===== src/rtl/core/frv_pkg.sv =====
// Package for the flow record validator: item types, verdict codes, constants.
// Used by every module of the block; depends on nothing.
package frv_pkg;

  localparam int TIME_BITS    = 32;
  localparam int COUNTER_BITS = 32;
  localparam int BYTE_BITS    = 48;
  localparam int PKT_BITS     = 40;
  localparam int DUR_BITS     = 10;
  localparam int NUM_CNT      = 6;

  localparam logic [TIME_BITS-1:0] MAX_DURATION = TIME_BITS'(600);
  localparam logic [BYTE_BITS-1:0] MIN_BYTES     = BYTE_BITS'(20);
  localparam logic [BYTE_BITS-1:0] MIN_TCP_BYTES = BYTE_BITS'(40);
  localparam logic [7:0]           TCP_PROTO     = 8'd6;
  // floor(b/p) > 9216 exactly when b >= 9217*p.
  localparam logic [13:0] MTU_LIMIT   = 14'd9217;
  // floor(floor(b/125000)/d) > 10000 exactly when b >= 125000*10001*d.
  localparam logic [30:0] BRATE_LIMIT = 31'd1250125000;
  // floor(floor(p/1000)/d) > 10000 exactly when p >= 1000*10001*d.
  localparam logic [23:0] PRATE_LIMIT = 24'd10001000;

  localparam logic [TIME_BITS-1:0] INTERVAL_RESET = TIME_BITS'(300);
  localparam logic [TIME_BITS-1:0] WINDOW_RESET   = TIME_BITS'(600);

  localparam logic [7:0] REG_STAT_INTERVAL = 8'd0;
  localparam logic [7:0] REG_WINDOW        = 8'd1;

  localparam int C_ACC   = 0;
  localparam int C_FRESH = 1;
  localparam int C_CAUS  = 2;
  localparam int C_BYTES = 3;
  localparam int C_PKTS  = 4;
  localparam int C_MTU   = 5;

  typedef enum logic [3:0] {
    V_ACCEPT   = 4'd0,
    V_SKIPPED  = 4'd1,
    V_CAUSAL   = 4'd2,
    V_BACKWARD = 4'd3,
    V_FORWARD  = 4'd4,
    V_ZERO_PKT = 4'd5,
    V_BYTES    = 4'd6,
    V_MTU      = 4'd7,
    V_BITRATE  = 4'd8,
    V_PKTRATE  = 4'd9
  } verdict_t;

  typedef enum logic {
    BK_IDLE,
    BK_DIV
  } back_state_t;

  typedef struct packed {
    logic                 rec_valid;
    logic                 causal_bad;
    logic [TIME_BITS-1:0] stop;
    logic                 zero_pkt;
    logic                 few_bytes;
    logic                 mtu_bad;
    logic                 brate_bad;
    logic                 prate_bad;
  } frv_item_t;

  typedef logic [COUNTER_BITS-1:0] counter_t;

endpackage


===== src/rtl/core/frv_front.sv =====
// Front part: classifies each record with all checks that need no state.
// Depends on frv_pkg.
module frv_front (
  input  logic                          record_valid,
  input  logic [frv_pkg::TIME_BITS-1:0] start_time,
  input  logic [frv_pkg::TIME_BITS-1:0] stop_time,
  input  logic [frv_pkg::PKT_BITS-1:0]  packet_count,
  input  logic [frv_pkg::BYTE_BITS-1:0] byte_count,
  input  logic [7:0]                    ip_protocol,
  output frv_pkg::frv_item_t            item
);
  import frv_pkg::*;

  logic [TIME_BITS-1:0] dur;
  logic [DUR_BITS-1:0]  dlen;
  logic [53:0]          mtu_prod;
  logic [40:0]          brate_prod;
  logic [33:0]          prate_prod;

  always_comb begin
    dur = stop_time - start_time;
    dlen = (dur[DUR_BITS-1:0] == '0) ? DUR_BITS'(1) : dur[DUR_BITS-1:0];
    mtu_prod = packet_count * MTU_LIMIT;
    brate_prod = BRATE_LIMIT * dlen;
    prate_prod = PRATE_LIMIT * dlen;
    item.rec_valid = record_valid;
    item.causal_bad = (stop_time < start_time) || (dur > MAX_DURATION);
    item.stop = stop_time;
    item.zero_pkt = (packet_count == '0);
    item.few_bytes = (byte_count < MIN_BYTES) ||
                     ((ip_protocol == TCP_PROTO) && (byte_count < MIN_TCP_BYTES));
    item.mtu_bad = {6'd0, byte_count} >= mtu_prod;
    item.brate_bad = byte_count >= {7'd0, brate_prod};
    item.prate_bad = {6'd0, packet_count} >= {12'd0, prate_prod};
  end

endmodule


===== src/rtl/core/frv_queue.sv =====
// Two-entry queue of classified items between the front and back parts.
// Depends on frv_pkg.
module frv_queue (
  input  logic               clk,
  input  logic               rst,
  input  logic               push,
  input  frv_pkg::frv_item_t push_item,
  output logic               full,
  input  logic               pop,
  output logic               not_empty,
  output frv_pkg::frv_item_t head
);
  import frv_pkg::*;

  frv_item_t  slots [2];
  logic       wr_ptr;
  logic       rd_ptr;
  logic [1:0] fill;

  assign full = (fill == 2'd2);
  assign not_empty = (fill != 2'd0);
  assign head = slots[rd_ptr];

  always_ff @(posedge clk) begin
    if (push) begin
      slots[wr_ptr] <= push_item;
    end
  end

  always_ff @(posedge clk) begin
    if (rst) begin
      wr_ptr <= 1'b0;
      rd_ptr <= 1'b0;
      fill <= 2'd0;
    end else begin
      if (push) begin
        wr_ptr <= ~wr_ptr;
      end
      if (pop) begin
        rd_ptr <= ~rd_ptr;
      end
      if (push && !pop) begin
        fill <= fill + 2'd1;
      end else if (pop && !push) begin
        fill <= fill - 2'd1;
      end
    end
  end

endmodule


===== src/rtl/core/frv_div.sv =====
// Restoring divider giving the remainder, one quotient bit per cycle.
// Depends on frv_pkg.
module frv_div (
  input  logic                          clk,
  input  logic                          rst,
  input  logic                          start,
  input  logic [frv_pkg::TIME_BITS-1:0] dividend,
  input  logic [frv_pkg::TIME_BITS-1:0] divisor,
  output logic                          done,
  output logic [frv_pkg::TIME_BITS-1:0] rem
);
  import frv_pkg::*;

  localparam int CNT_W = $clog2(TIME_BITS);

  logic [TIME_BITS-1:0] shifter;
  logic [TIME_BITS-1:0] dvs;
  logic [CNT_W-1:0]     cnt;
  logic                 busy;
  logic [TIME_BITS:0]   trial;

  assign trial = {rem, shifter[TIME_BITS-1]};

  always_ff @(posedge clk) begin
    if (rst) begin
      busy <= 1'b0;
      done <= 1'b0;
    end else begin
      done <= 1'b0;
      if (start) begin
        busy <= 1'b1;
      end else if (busy && cnt == '0) begin
        busy <= 1'b0;
        done <= 1'b1;
      end
    end
  end

  always_ff @(posedge clk) begin
    if (start) begin
      shifter <= dividend;
      dvs <= divisor;
      rem <= '0;
      cnt <= CNT_W'(TIME_BITS - 1);
    end else if (busy) begin
      shifter <= {shifter[TIME_BITS-2:0], 1'b0};
      cnt <= cnt - CNT_W'(1);
      if (trial >= {1'b0, dvs}) begin
        rem <= TIME_BITS'(trial - {1'b0, dvs});
      end else begin
        rem <= trial[TIME_BITS-1:0];
      end
    end
  end

endmodule


===== src/rtl/core/frv_back.sv =====
// Back part: time window, statistics intervals, counters and the result register.
// Depends on frv_pkg and frv_div.
module frv_back (
  input  logic                          clk,
  input  logic                          rst,
  input  logic [frv_pkg::TIME_BITS-1:0] stat_interval,
  input  logic [frv_pkg::TIME_BITS-1:0] window,
  input  logic                          q_valid,
  input  frv_pkg::frv_item_t            q_item,
  output logic                          q_pop,
  output logic                          out_valid,
  input  logic                          out_ready,
  output logic [3:0]                    verdict,
  output logic                          stat_valid,
  output logic [31:0]                   stat_start,
  output logic [31:0]                   stat_duration,
  output logic [31:0]                   stat_accepted,
  output logic [31:0]                   stat_freshness,
  output logic [31:0]                   stat_causality,
  output logic [31:0]                   stat_bytes,
  output logic [31:0]                   stat_packets,
  output logic [31:0]                   stat_mtu
);
  import frv_pkg::*;

  back_state_t          state, state_next;
  logic [TIME_BITS-1:0] current_time, current_time_next;
  logic [TIME_BITS-1:0] last_jump_time, last_jump_time_next;
  logic [TIME_BITS:0]   next_export_time, next_export_time_next;
  logic [TIME_BITS-1:0] interval_start, interval_start_next;
  counter_t             counters [NUM_CNT];
  counter_t             counters_next [NUM_CNT];

  logic                 out_free;
  logic                 load;
  verdict_t             v_next;
  logic                 export_hit;
  logic [TIME_BITS-1:0] iv;
  logic [TIME_BITS-1:0] d_cur;
  logic [TIME_BITS-1:0] d_jump;
  logic                 div_done;
  logic [TIME_BITS-1:0] div_rem;
  logic [TIME_BITS-1:0] export_stop;

  assign out_free = !out_valid || out_ready;
  assign iv = (stat_interval == '0) ? TIME_BITS'(1) : stat_interval;

  frv_div u_div (
    .clk      (clk),
    .rst      (rst),
    .start    (load && export_hit),
    .dividend (q_item.stop),
    .divisor  (iv),
    .done     (div_done),
    .rem      (div_rem)
  );

  always_comb begin
    state_next = state;
    current_time_next = current_time;
    last_jump_time_next = last_jump_time;
    next_export_time_next = next_export_time;
    interval_start_next = interval_start;
    counters_next = counters;
    q_pop = 1'b0;
    load = 1'b0;
    v_next = V_SKIPPED;
    export_hit = 1'b0;
    d_cur = (q_item.stop > current_time) ? q_item.stop - current_time
                                         : current_time - q_item.stop;
    d_jump = (q_item.stop > last_jump_time) ? q_item.stop - last_jump_time
                                            : last_jump_time - q_item.stop;
    case (state)
      BK_IDLE: begin
        if (q_valid && out_free) begin
          q_pop = 1'b1;
          load = 1'b1;
          if (!q_item.rec_valid) begin
            v_next = V_SKIPPED;
          end else if (q_item.causal_bad) begin
            v_next = V_CAUSAL;
            if (counters[C_CAUS] != '1) counters_next[C_CAUS] = counters[C_CAUS] + 1'b1;
          end else if (d_cur > window && current_time != '0 &&
                       q_item.stop < current_time) begin
            v_next = V_BACKWARD;
            if (counters[C_FRESH] != '1) counters_next[C_FRESH] = counters[C_FRESH] + 1'b1;
          end else if (d_cur > window && current_time != '0 && d_jump > window) begin
            v_next = V_FORWARD;
            last_jump_time_next = q_item.stop;
            if (counters[C_FRESH] != '1) counters_next[C_FRESH] = counters[C_FRESH] + 1'b1;
          end else begin
            if (d_cur > window && current_time == '0) begin
              last_jump_time_next = q_item.stop;
            end
            current_time_next = q_item.stop;
            if ({1'b0, q_item.stop} >= next_export_time) begin
              export_hit = 1'b1;
              interval_start_next = q_item.stop;
              for (int i = 0; i < NUM_CNT; i++) begin
                counters_next[i] = '0;
              end
              state_next = BK_DIV;
            end
            if (q_item.zero_pkt) begin
              v_next = V_ZERO_PKT;
              counters_next[C_PKTS] = (counters_next[C_PKTS] != '1) ?
                                      counters_next[C_PKTS] + 1'b1 : counters_next[C_PKTS];
            end else if (q_item.few_bytes) begin
              v_next = V_BYTES;
              counters_next[C_BYTES] = (counters_next[C_BYTES] != '1) ?
                                       counters_next[C_BYTES] + 1'b1 : counters_next[C_BYTES];
            end else if (q_item.mtu_bad) begin
              v_next = V_MTU;
              counters_next[C_MTU] = (counters_next[C_MTU] != '1) ?
                                     counters_next[C_MTU] + 1'b1 : counters_next[C_MTU];
            end else if (q_item.brate_bad) begin
              v_next = V_BITRATE;
            end else if (q_item.prate_bad) begin
              v_next = V_PKTRATE;
            end else begin
              v_next = V_ACCEPT;
              counters_next[C_ACC] = (counters_next[C_ACC] != '1) ?
                                     counters_next[C_ACC] + 1'b1 : counters_next[C_ACC];
            end
          end
        end
      end
      BK_DIV: begin
        if (div_done) begin
          next_export_time_next = {1'b0, export_stop} - {1'b0, div_rem} + {1'b0, iv};
          state_next = BK_IDLE;
        end
      end
      default: begin
        state_next = BK_IDLE;
      end
    endcase
  end

  always_ff @(posedge clk) begin
    if (rst) begin
      state <= BK_IDLE;
      current_time <= '0;
      last_jump_time <= '0;
      next_export_time <= '0;
      interval_start <= '0;
      out_valid <= 1'b0;
      for (int i = 0; i < NUM_CNT; i++) begin
        counters[i] <= '0;
      end
    end else begin
      state <= state_next;
      current_time <= current_time_next;
      last_jump_time <= last_jump_time_next;
      next_export_time <= next_export_time_next;
      interval_start <= interval_start_next;
      counters <= counters_next;
      if (load) begin
        out_valid <= 1'b1;
      end else if (out_ready) begin
        out_valid <= 1'b0;
      end
    end
  end

  always_ff @(posedge clk) begin
    if (load) begin
      export_stop <= q_item.stop;
      verdict <= v_next;
      stat_valid <= export_hit && (interval_start != '0);
      if (export_hit && (interval_start != '0)) begin
        stat_start <= interval_start;
        stat_duration <= q_item.stop - interval_start;
        stat_accepted <= counters[C_ACC];
        stat_freshness <= counters[C_FRESH];
        stat_causality <= counters[C_CAUS];
        stat_bytes <= counters[C_BYTES];
        stat_packets <= counters[C_PKTS];
        stat_mtu <= counters[C_MTU];
      end else begin
        stat_start <= '0;
        stat_duration <= '0;
        stat_accepted <= '0;
        stat_freshness <= '0;
        stat_causality <= '0;
        stat_bytes <= '0;
        stat_packets <= '0;
        stat_mtu <= '0;
      end
    end
  end

endmodule


===== src/rtl/core/flow_record_validator.sv =====
// Top level of the flow record validator: configuration registers and the
// front, queue and back parts. Depends on frv_pkg, frv_front, frv_queue, frv_back.
//
//   Channel  Handshake               Carries
//   in       in_valid / in_ready     one flow record
//   out      out_valid / out_ready   verdict and statistics record
//   cfg      cfg_valid / cfg_ready   register index and data
//
// An ordinary record passes the back part without a stall, so records flow at one
// per cycle while out_ready is high. A record that crosses an interval boundary
// holds the back part while the 32-step remainder divider finds the next
// boundary; its result is given at once. The two-entry queue lets the front keep
// accepting until it fills during such a stall. Reset restores both registers.
module flow_record_validator (
  input  logic        clk,
  input  logic        rst,
  input  logic        in_valid,
  output logic        in_ready,
  input  logic        record_valid,
  input  logic [31:0] start_time,
  input  logic [31:0] stop_time,
  input  logic [39:0] packet_count,
  input  logic [47:0] byte_count,
  input  logic [7:0]  ip_protocol,
  output logic        out_valid,
  input  logic        out_ready,
  output logic [3:0]  verdict,
  output logic        stat_valid,
  output logic [31:0] stat_start,
  output logic [31:0] stat_duration,
  output logic [31:0] stat_accepted,
  output logic [31:0] stat_freshness,
  output logic [31:0] stat_causality,
  output logic [31:0] stat_bytes,
  output logic [31:0] stat_packets,
  output logic [31:0] stat_mtu,
  input  logic        cfg_valid,
  output logic        cfg_ready,
  input  logic [7:0]  cfg_index,
  input  logic [31:0] cfg_data
);
  import frv_pkg::*;

  logic [TIME_BITS-1:0] export_period;
  logic [TIME_BITS-1:0] window_len;
  frv_item_t            front_item;
  frv_item_t            q_head;
  logic                 q_full;
  logic                 q_valid;
  logic                 q_pop;

  assign in_ready = !q_full;
  assign cfg_ready = 1'b1;

  always_ff @(posedge clk) begin
    if (rst) begin
      export_period <= INTERVAL_RESET;
      window_len <= WINDOW_RESET;
    end else if (cfg_valid && cfg_ready) begin
      if (cfg_index == REG_STAT_INTERVAL) begin
        export_period <= cfg_data;
      end else if (cfg_index == REG_WINDOW) begin
        window_len <= cfg_data;
      end
    end
  end

  frv_front u_front (
    .record_valid (record_valid),
    .start_time   (start_time),
    .stop_time    (stop_time),
    .packet_count (packet_count),
    .byte_count   (byte_count),
    .ip_protocol  (ip_protocol),
    .item         (front_item)
  );

  frv_queue u_queue (
    .clk       (clk),
    .rst       (rst),
    .push      (in_valid && in_ready),
    .push_item (front_item),
    .full      (q_full),
    .pop       (q_pop),
    .not_empty (q_valid),
    .head      (q_head)
  );

  frv_back u_back (
    .clk            (clk),
    .rst            (rst),
    .stat_interval  (export_period),
    .window         (window_len),
    .q_valid        (q_valid),
    .q_item         (q_head),
    .q_pop          (q_pop),
    .out_valid      (out_valid),
    .out_ready      (out_ready),
    .verdict        (verdict),
    .stat_valid     (stat_valid),
    .stat_start     (stat_start),
    .stat_duration  (stat_duration),
    .stat_accepted  (stat_accepted),
    .stat_freshness (stat_freshness),
    .stat_causality (stat_causality),
    .stat_bytes     (stat_bytes),
    .stat_packets   (stat_packets),
    .stat_mtu       (stat_mtu)
  );

endmodule

===== config.mk =====
export PLATFORM = sky130hd
export DESIGN_NAME = flow_record_validator
export DESIGN_NICKNAME = d
export VERILOG_FILES = /design/src/rtl/core/frv_pkg.sv /design/src/rtl/core/frv_front.sv /design/src/rtl/core/frv_queue.sv /design/src/rtl/core/frv_div.sv /design/src/rtl/core/frv_back.sv /design/src/rtl/core/flow_record_validator.sv
export SDC_FILE = /design/constraint.sdc
export NUM_CORES = 2
export LEC_CHECK = 0
export BUFFER_PORTS_ARGS = -buffer_cell sky130_fd_sc_hd__buf_2
export CELL_PAD_IN_SITES_DETAIL_PLACEMENT = 0
export CELL_PAD_IN_SITES_GLOBAL_PLACEMENT = 1
export CORE_MARGIN = 5
export CORE_UTILIZATION = 50
export DETAILED_ROUTE_END_ITERATION = 6
export PLACE_DENSITY = 0.93
export SLEW_MARGIN = 20
export SYNTH_ARGS = -nofsm -noshare
export SYNTH_HDL_FRONTEND = slang
export SYNTH_HIERARCHICAL = 1
export SYNTH_SLANG_ARGS = --single-unit

===== constraint.sdc =====
create_clock -name clk -period 72.8 [get_ports clk]
set_clock_uncertainty 0.1 [all_clocks]
set_input_delay 18.2 -clock clk [delete_from_list [all_inputs] [get_ports clk]]
set_output_delay 18.2 -clock clk [all_outputs]
set_load 0.03 [all_outputs]

* Yosys cells after proc, flatten, opt, wreduce, memory -nomap -nowiden
Memories as Yosys holds them, arrays and structs flattened. A register that Yosys moved wholly into a read port is not among the register bits.
Cells that the tools add are included.
** Word-level totals
- Bits in read-only memories :: 0
- Input bits :: 206
- Bits in registers :: 787
- Logic and storage cells :: 208
- Memories :: 1
- Memory bits (writable) :: 78
- Latch bits :: 0
** Operators by class
- $add $sub $neg :: 18
- Muxes and demuxes :: 68
- Eq/ne operators :: 14
- Shift operators :: 0
- Reductions and logical operators :: 45
- Div/mod/pow operators :: 0
- Order comparisons :: 14
- Bitwise logic cells :: 9
- Multipliers :: 3
** Memories
- u_queue.slots :: words 2, width 39, read ports 1, clocked after memory_dff 1, write ports 1, RTL line frv_queue.sv:15 : frv_item_t slots [2];
** Operator list (count)
- $mux 192 :: 7
- $mux 32 :: 28
- $mux 128 :: 2
- $sub 32x32->32 :: 7
- $add 32x1->32 const B :: 6
- $ne 32x32->1 const B :: 6
- $gt 32x32->1 :: 4
- $logic_not 32->1 :: 2
- $lt 32x32->1 :: 2
- $reduce_bool 32->1 :: 2
- $ge 48x54->1 :: 1
- $mul 40x14->54 const B :: 1
- $ge 48x41->1 :: 1
- $lt 48x5->1 const B :: 1
- $lt 48x6->1 const B :: 1
- $ge 40x34->1 :: 1
- $logic_not 40->1 :: 1
- $mul 28x10->38 const A :: 1
- $add 33x32->33 :: 1
- $ge 32x33->1 :: 1
- $ge 33x32->1 :: 1
- $sub 32x32->33 :: 1
- $gt 32x10->1 const B :: 1
- $mul 21x10->31 const A :: 1
- other kinds (33) :: 91

* Logic depth before layout (Yosys ltp)
- Word-level depth :: 19
- Depth in mapped cells :: 44
- Mapped depth without buffers :: 43

* Cells and area by module
Netlist, hierarchy kept.
** By module, submodules not included
- frv_back :: cells each 4445, area each 38657.1 um2, times used 1, sequential area each 15264.6 um2
- frv_front :: cells each 2077, area each 17102.7 um2, times used 1, sequential area each 0.0 um2
- frv_div :: cells each 561, area each 5940.7 um2, times used 1, sequential area each 2702.6 um2
- frv_queue :: cells each 143, area each 3020.4 um2, times used 1, sequential area each 2442.3 um2
- flow_record_validator :: cells each 261, area each 2746.4 um2, times used 1, sequential area each 1281.2 um2

* Worst setup path before layout
No wires, ideal clock.
- Path type :: input port to flip-flop
- From :: input out_ready
- To :: register u_back.u_div.shifter[0] (enable)
- Path slack :: 35.590 ns
- Library setup time :: 0.387 ns
- Buffers on the path :: 2
- Data required time :: 72.313 ns
- Stages :: 12
- Arrival :: 36.723 ns
- Cells stage by stage :: nand2b_1 nor2b_1 nand2_1 nor2_1 o21ai_2 nor2_2 nand2_1 inv_2 clkbuf_1 clkbuf_8 nor2_1 inv_1
** On the way
- Cells in the longest elaborated chain, start to end :: 6
** RTL lines
- start: declaration :: RTL line flow_record_validator.sv:26 : input logic out_ready,
- $logic_or 1x1->1 :: RTL line frv_back.sv:45 : assign out_free = !out_valid || out_ready;
- $logic_and 1x1->1 :: RTL line frv_back.sv:75 : if (q_valid && out_free) begin
- $mux 1 (2 in series)
- named net q_pop :: RTL line flow_record_validator.sv:50 : logic q_pop;
- $logic_and 1x1->1 :: RTL line frv_back.sv:51 : .start (load && export_hit),
- $reduce_bool 2->1 (no source line)
- end signal: assignment :: RTL line frv_div.sv:41 : shifter <= dividend;
- end signal: assignment :: RTL line frv_div.sv:46 : shifter <= {shifter[TIME_BITS-2:0], 1'b0};
- end: declaration :: RTL line frv_div.sv:16 : logic [TIME_BITS-1:0] shifter;
The timed path passes the listed nets, and every way through them passes these cells.
A chain may end at the register's enable or synchronous reset.

==> flow_summary.json <==
{
  "dr_total_vias": 57500,
  "dpl.hpwl_um": 170000,
  "final_nets": 9008,
  "rsz0062_at_grt": "false",
  "grt_max_degree": 125,
  "syn_inst": 7487,
  "synthArstFlopShare_pct": 0,
  "crit_path_end_kind": "flip-flop",
  "synth-edff-count": 435,
  "die_y_um": 377,
  "combPwrFrac_pct": 68.0,
  "finalSetupTns_ps": 0,
  "r2r_end": "u_back/stat_causality[5]",
  "slew_violations": 0,
  "cts_max_level": 3,
  "switchingPower_mw": 1.81,
  "die-area_um2": 142000,
  "status": "finished clean",
  "cts_hold_buf": 0,
  "final_common_cell": "ha_1",
  "power.share.clock_pct": 13.9,
  "layout_common_cells": "ha_1 (880), inv_1 (814), a21oi_1 (674)",
  "die_w_um": 377,
  "grt_pass1_vias": 55900,
  "hold_class": "reg -> reg",
  "clkTransAtPathRegs_ps": 60,
  "max_stage_delay_ps": 670,
  "critPathSlowestCell": "a221oi_1",
  "gr-total-overflow": 0,
  "synth_area_leader_cell": "edfxtp_1",
  "required_ps": 73110,
  "synth-seq-cells": 866,
  "crit_type": "in -> reg",
  "fillers": 12000,
  "cts_tree": "done",
  "drtPass1Iterations": 6,
  "clock_sinks": 866,
  "numPortBuffers": 468,
  "fin_crit_sh_pct": 37.4,
  "cts_setup_buffers": 0,
  "yosysWarnings": 6,
  "tightest_slew_ps": 1160,
  "p_leak_nw": 31.8,
  "r2r_cells": 33,
  "grt_usage_pct": 29.9,
  "power.internal_mw": 1.88,
  "synth_top_cell_area_share_pct": 19.4,
  "clock_path_buffers": 3,
  "yosysSeqAreaShare_pct": 32.2,
  "drtAntennaViolNets": 0,
  "cp_max_fo": 6,
  "fmaxAchievable_mhz": 36.7,
  "relSlewSlack_pct": 22.9,
  "cts_resized": 0,
  "avgSynthCellArea_um2": 9.01,
  "critPathArrivalTime_ps": 27540,
  "drive_gt1_share_pct": 11.3,
  "reg2reg_slack_ps": 61190,
  "p_sw_share_pct": 49.1,
  "regMostFlops": "u_back/counters",
  "finalWeightedCongestion": 0.981,
  "seq_area_um2": 21700,
  "insertion_delay_ps": 760,
  "max-vdd-ir-drop_mv": 0.0459,
  "cp-endpoint": "u_queue/slots[0][1]",
  "drc": 0,
  "cpMostUsedCell": "ha_1",
  "first_iter_violations": 4659,
  "antenna_found_initial": 19,
  "synth.distinct_cells": 127,
  "rows": 134,
  "ys.flop_type": "edfxtp_1",
  "wirelength_um": 220000,
  "reg_top3": "u_back/counters (192), u_queue/slots (78), u_back/next_export_time (33)",
  "synth.area.top_cells": "edfxtp_1 (19%), ha_1 (16%), dfxtp_1 (13%), a21oi_1 (5.0%), inv_1 (4.5%)",
  "power.total_mw": 3.69,
  "viasPerCell": 5.97,
  "core_um2": 134000,
  "grt_pass1_wl_um": 332000,
  "setup_viol": 0,
  "detail_route.wl_per_cell_um": 22.9,
  "synth_area_um2": 67500,
  "cts-root-buf": "clkbuf_16",
  "cap_violations": 0,
  "crit_start": "stop_time[4]",
  "pin_count": 470,
  "startpoint_type": "primary input",
  "synth_fp_nets": 8724,
  "multi_input_area_um2": 41100,
  "largest_reg_flops": 192,
  "pwr-share-seq_pct": 18.1,
  "syn2layout_area_growth_pct": 10.1,
  "initial_core_util_pct": 50.4,
  "fin_crit_ps": 27230,
  "hold_viol_final": 0,
  "p_per_area_nw_per_um2": 49.7,
  "cts_buffers": 96
}
## cell type report
type                    count  area share (%)
repair buffers            532            3.81
diodes                      5          0.0168
flip-flops and latches    866            29.2
well taps                1768            2.98
multi-input cells        5454            55.3
clock inverters            60            1.06
inverters                 821            4.15
clock buffers             121            3.48
## worst min path at each step
stage | startpoint | end | slack, ps | cells past startpoint
3_5_place_dp | u_back/next_export_time[12] | u_back/next_export_time[12] | 350 | 2
3_3_place_gp | u_back/next_export_time[28] | u_back/next_export_time[28] | 340 | 2
5_1_grt | u_back/next_export_time[12] | u_back/next_export_time[12] | 370 | 2
6_report | u_back/next_export_time[12] | u_back/next_export_time[12] | 360 | 2
4_1_cts | u_back/next_export_time[26] | u_back/next_export_time[26] | 360 | 2
2_1_floorplan | u_back/u_div/cnt[4] | u_back/u_div/done | 330 | 1
## logic make-up (layout without fill, tap and decap cells)
logic type | Yosys count | in the layout | synth area share [%]
other | 1 | 6 | 0.00556
AO/OA/AOI/OAI | 1825 | 1825 | 17.3
adder cells (fa/ha/maj) | 1031 | 1031 | 20.8
multiplexers | 157 | 157 | 2.48
AND/OR/NAND/NOR | 2136 | 2136 | 16.2
buffers and inverters | 1167 | 1534 | 7.13
XOR/XNOR | 304 | 304 | 3.95
flip-flops | 866 | 866 | 32.2
## stage by stage
stage                     hold WS (ps)  util (%)  cells  worst slack, ps  area (µm²)
after floorplan                    330         -   7487            35590       67500
after global placement             340      53.0   9441            45100       70900
after detailed placement           347      53.0   9441            45000       70900
after CTS                          359      55.5   9622            45710       74200
after global routing               373      55.5   9623            44990       74300
final                              356      55.5   9627            45570       74300
## Yosys cell counts, drive strengths merged (11+ instances only)
master	instances
or3	67
nand4b	11
clkbuf	224
ha	880
a31o	11
a2111oi	18
inv	819
a31oi	49
nand3	125
a221oi	16
o211ai	89
o21bai	64
a32oi	12
a211o	31
nor3	110
xnor2	186
nand2	512
o211a	13
mux2	76
a21oi	679
xor2	118
o31ai	33
nor2b	59
and3	60
a21o	206
o22ai	12
nor2	481
edfxtp	435
o2111ai	21
mux2i	81
o21ai	323
and4	28
nand4	172
or2	24
nor4	77
fa	151
and2	216
nand2b	138
o21a	58
a311oi	26
or4	25
buf	122
dfxtp	431
o221ai	13
a211oi	68
## power by group through the flow
| stage | sequential, mW | combinational [mW] | clock (mW) |
|---|---|---|---|
| final | 0.669 | 2.51 | 0.514 |
| after floorplan | 0.820 | 1.68 | 0 |
| after detailed placement | 0.680 | 2.46 | 0 |
| after CTS | 0.670 | 2.48 | 0.522 |
| after global placement | 0.678 | 2.42 | 0 |
| after global routing | 0.676 | 2.74 | 0.543 |
## critical path: cells and delay by family
family / cells / cell delay, ps
AND/OR/NAND/NOR: 9 / 1390
XOR/XNOR: 2 / 440
adder cells (fa/ha/maj): 9 / 3480
AO/OA/AOI/OAI: 15 / 3530
buffers and inverters: 4 / 470
## per-layer routing
metal	GRT usage [%]	share of wire (%)	vias to the layer above
met1	38.1	41	27700
met2	49.5	47	2173
li1	-	-	27100
met4	15.5	5.8	10
met5	0	0.030	-
met3	4.43	6.6	464
(Power assumes the default switching activity.)
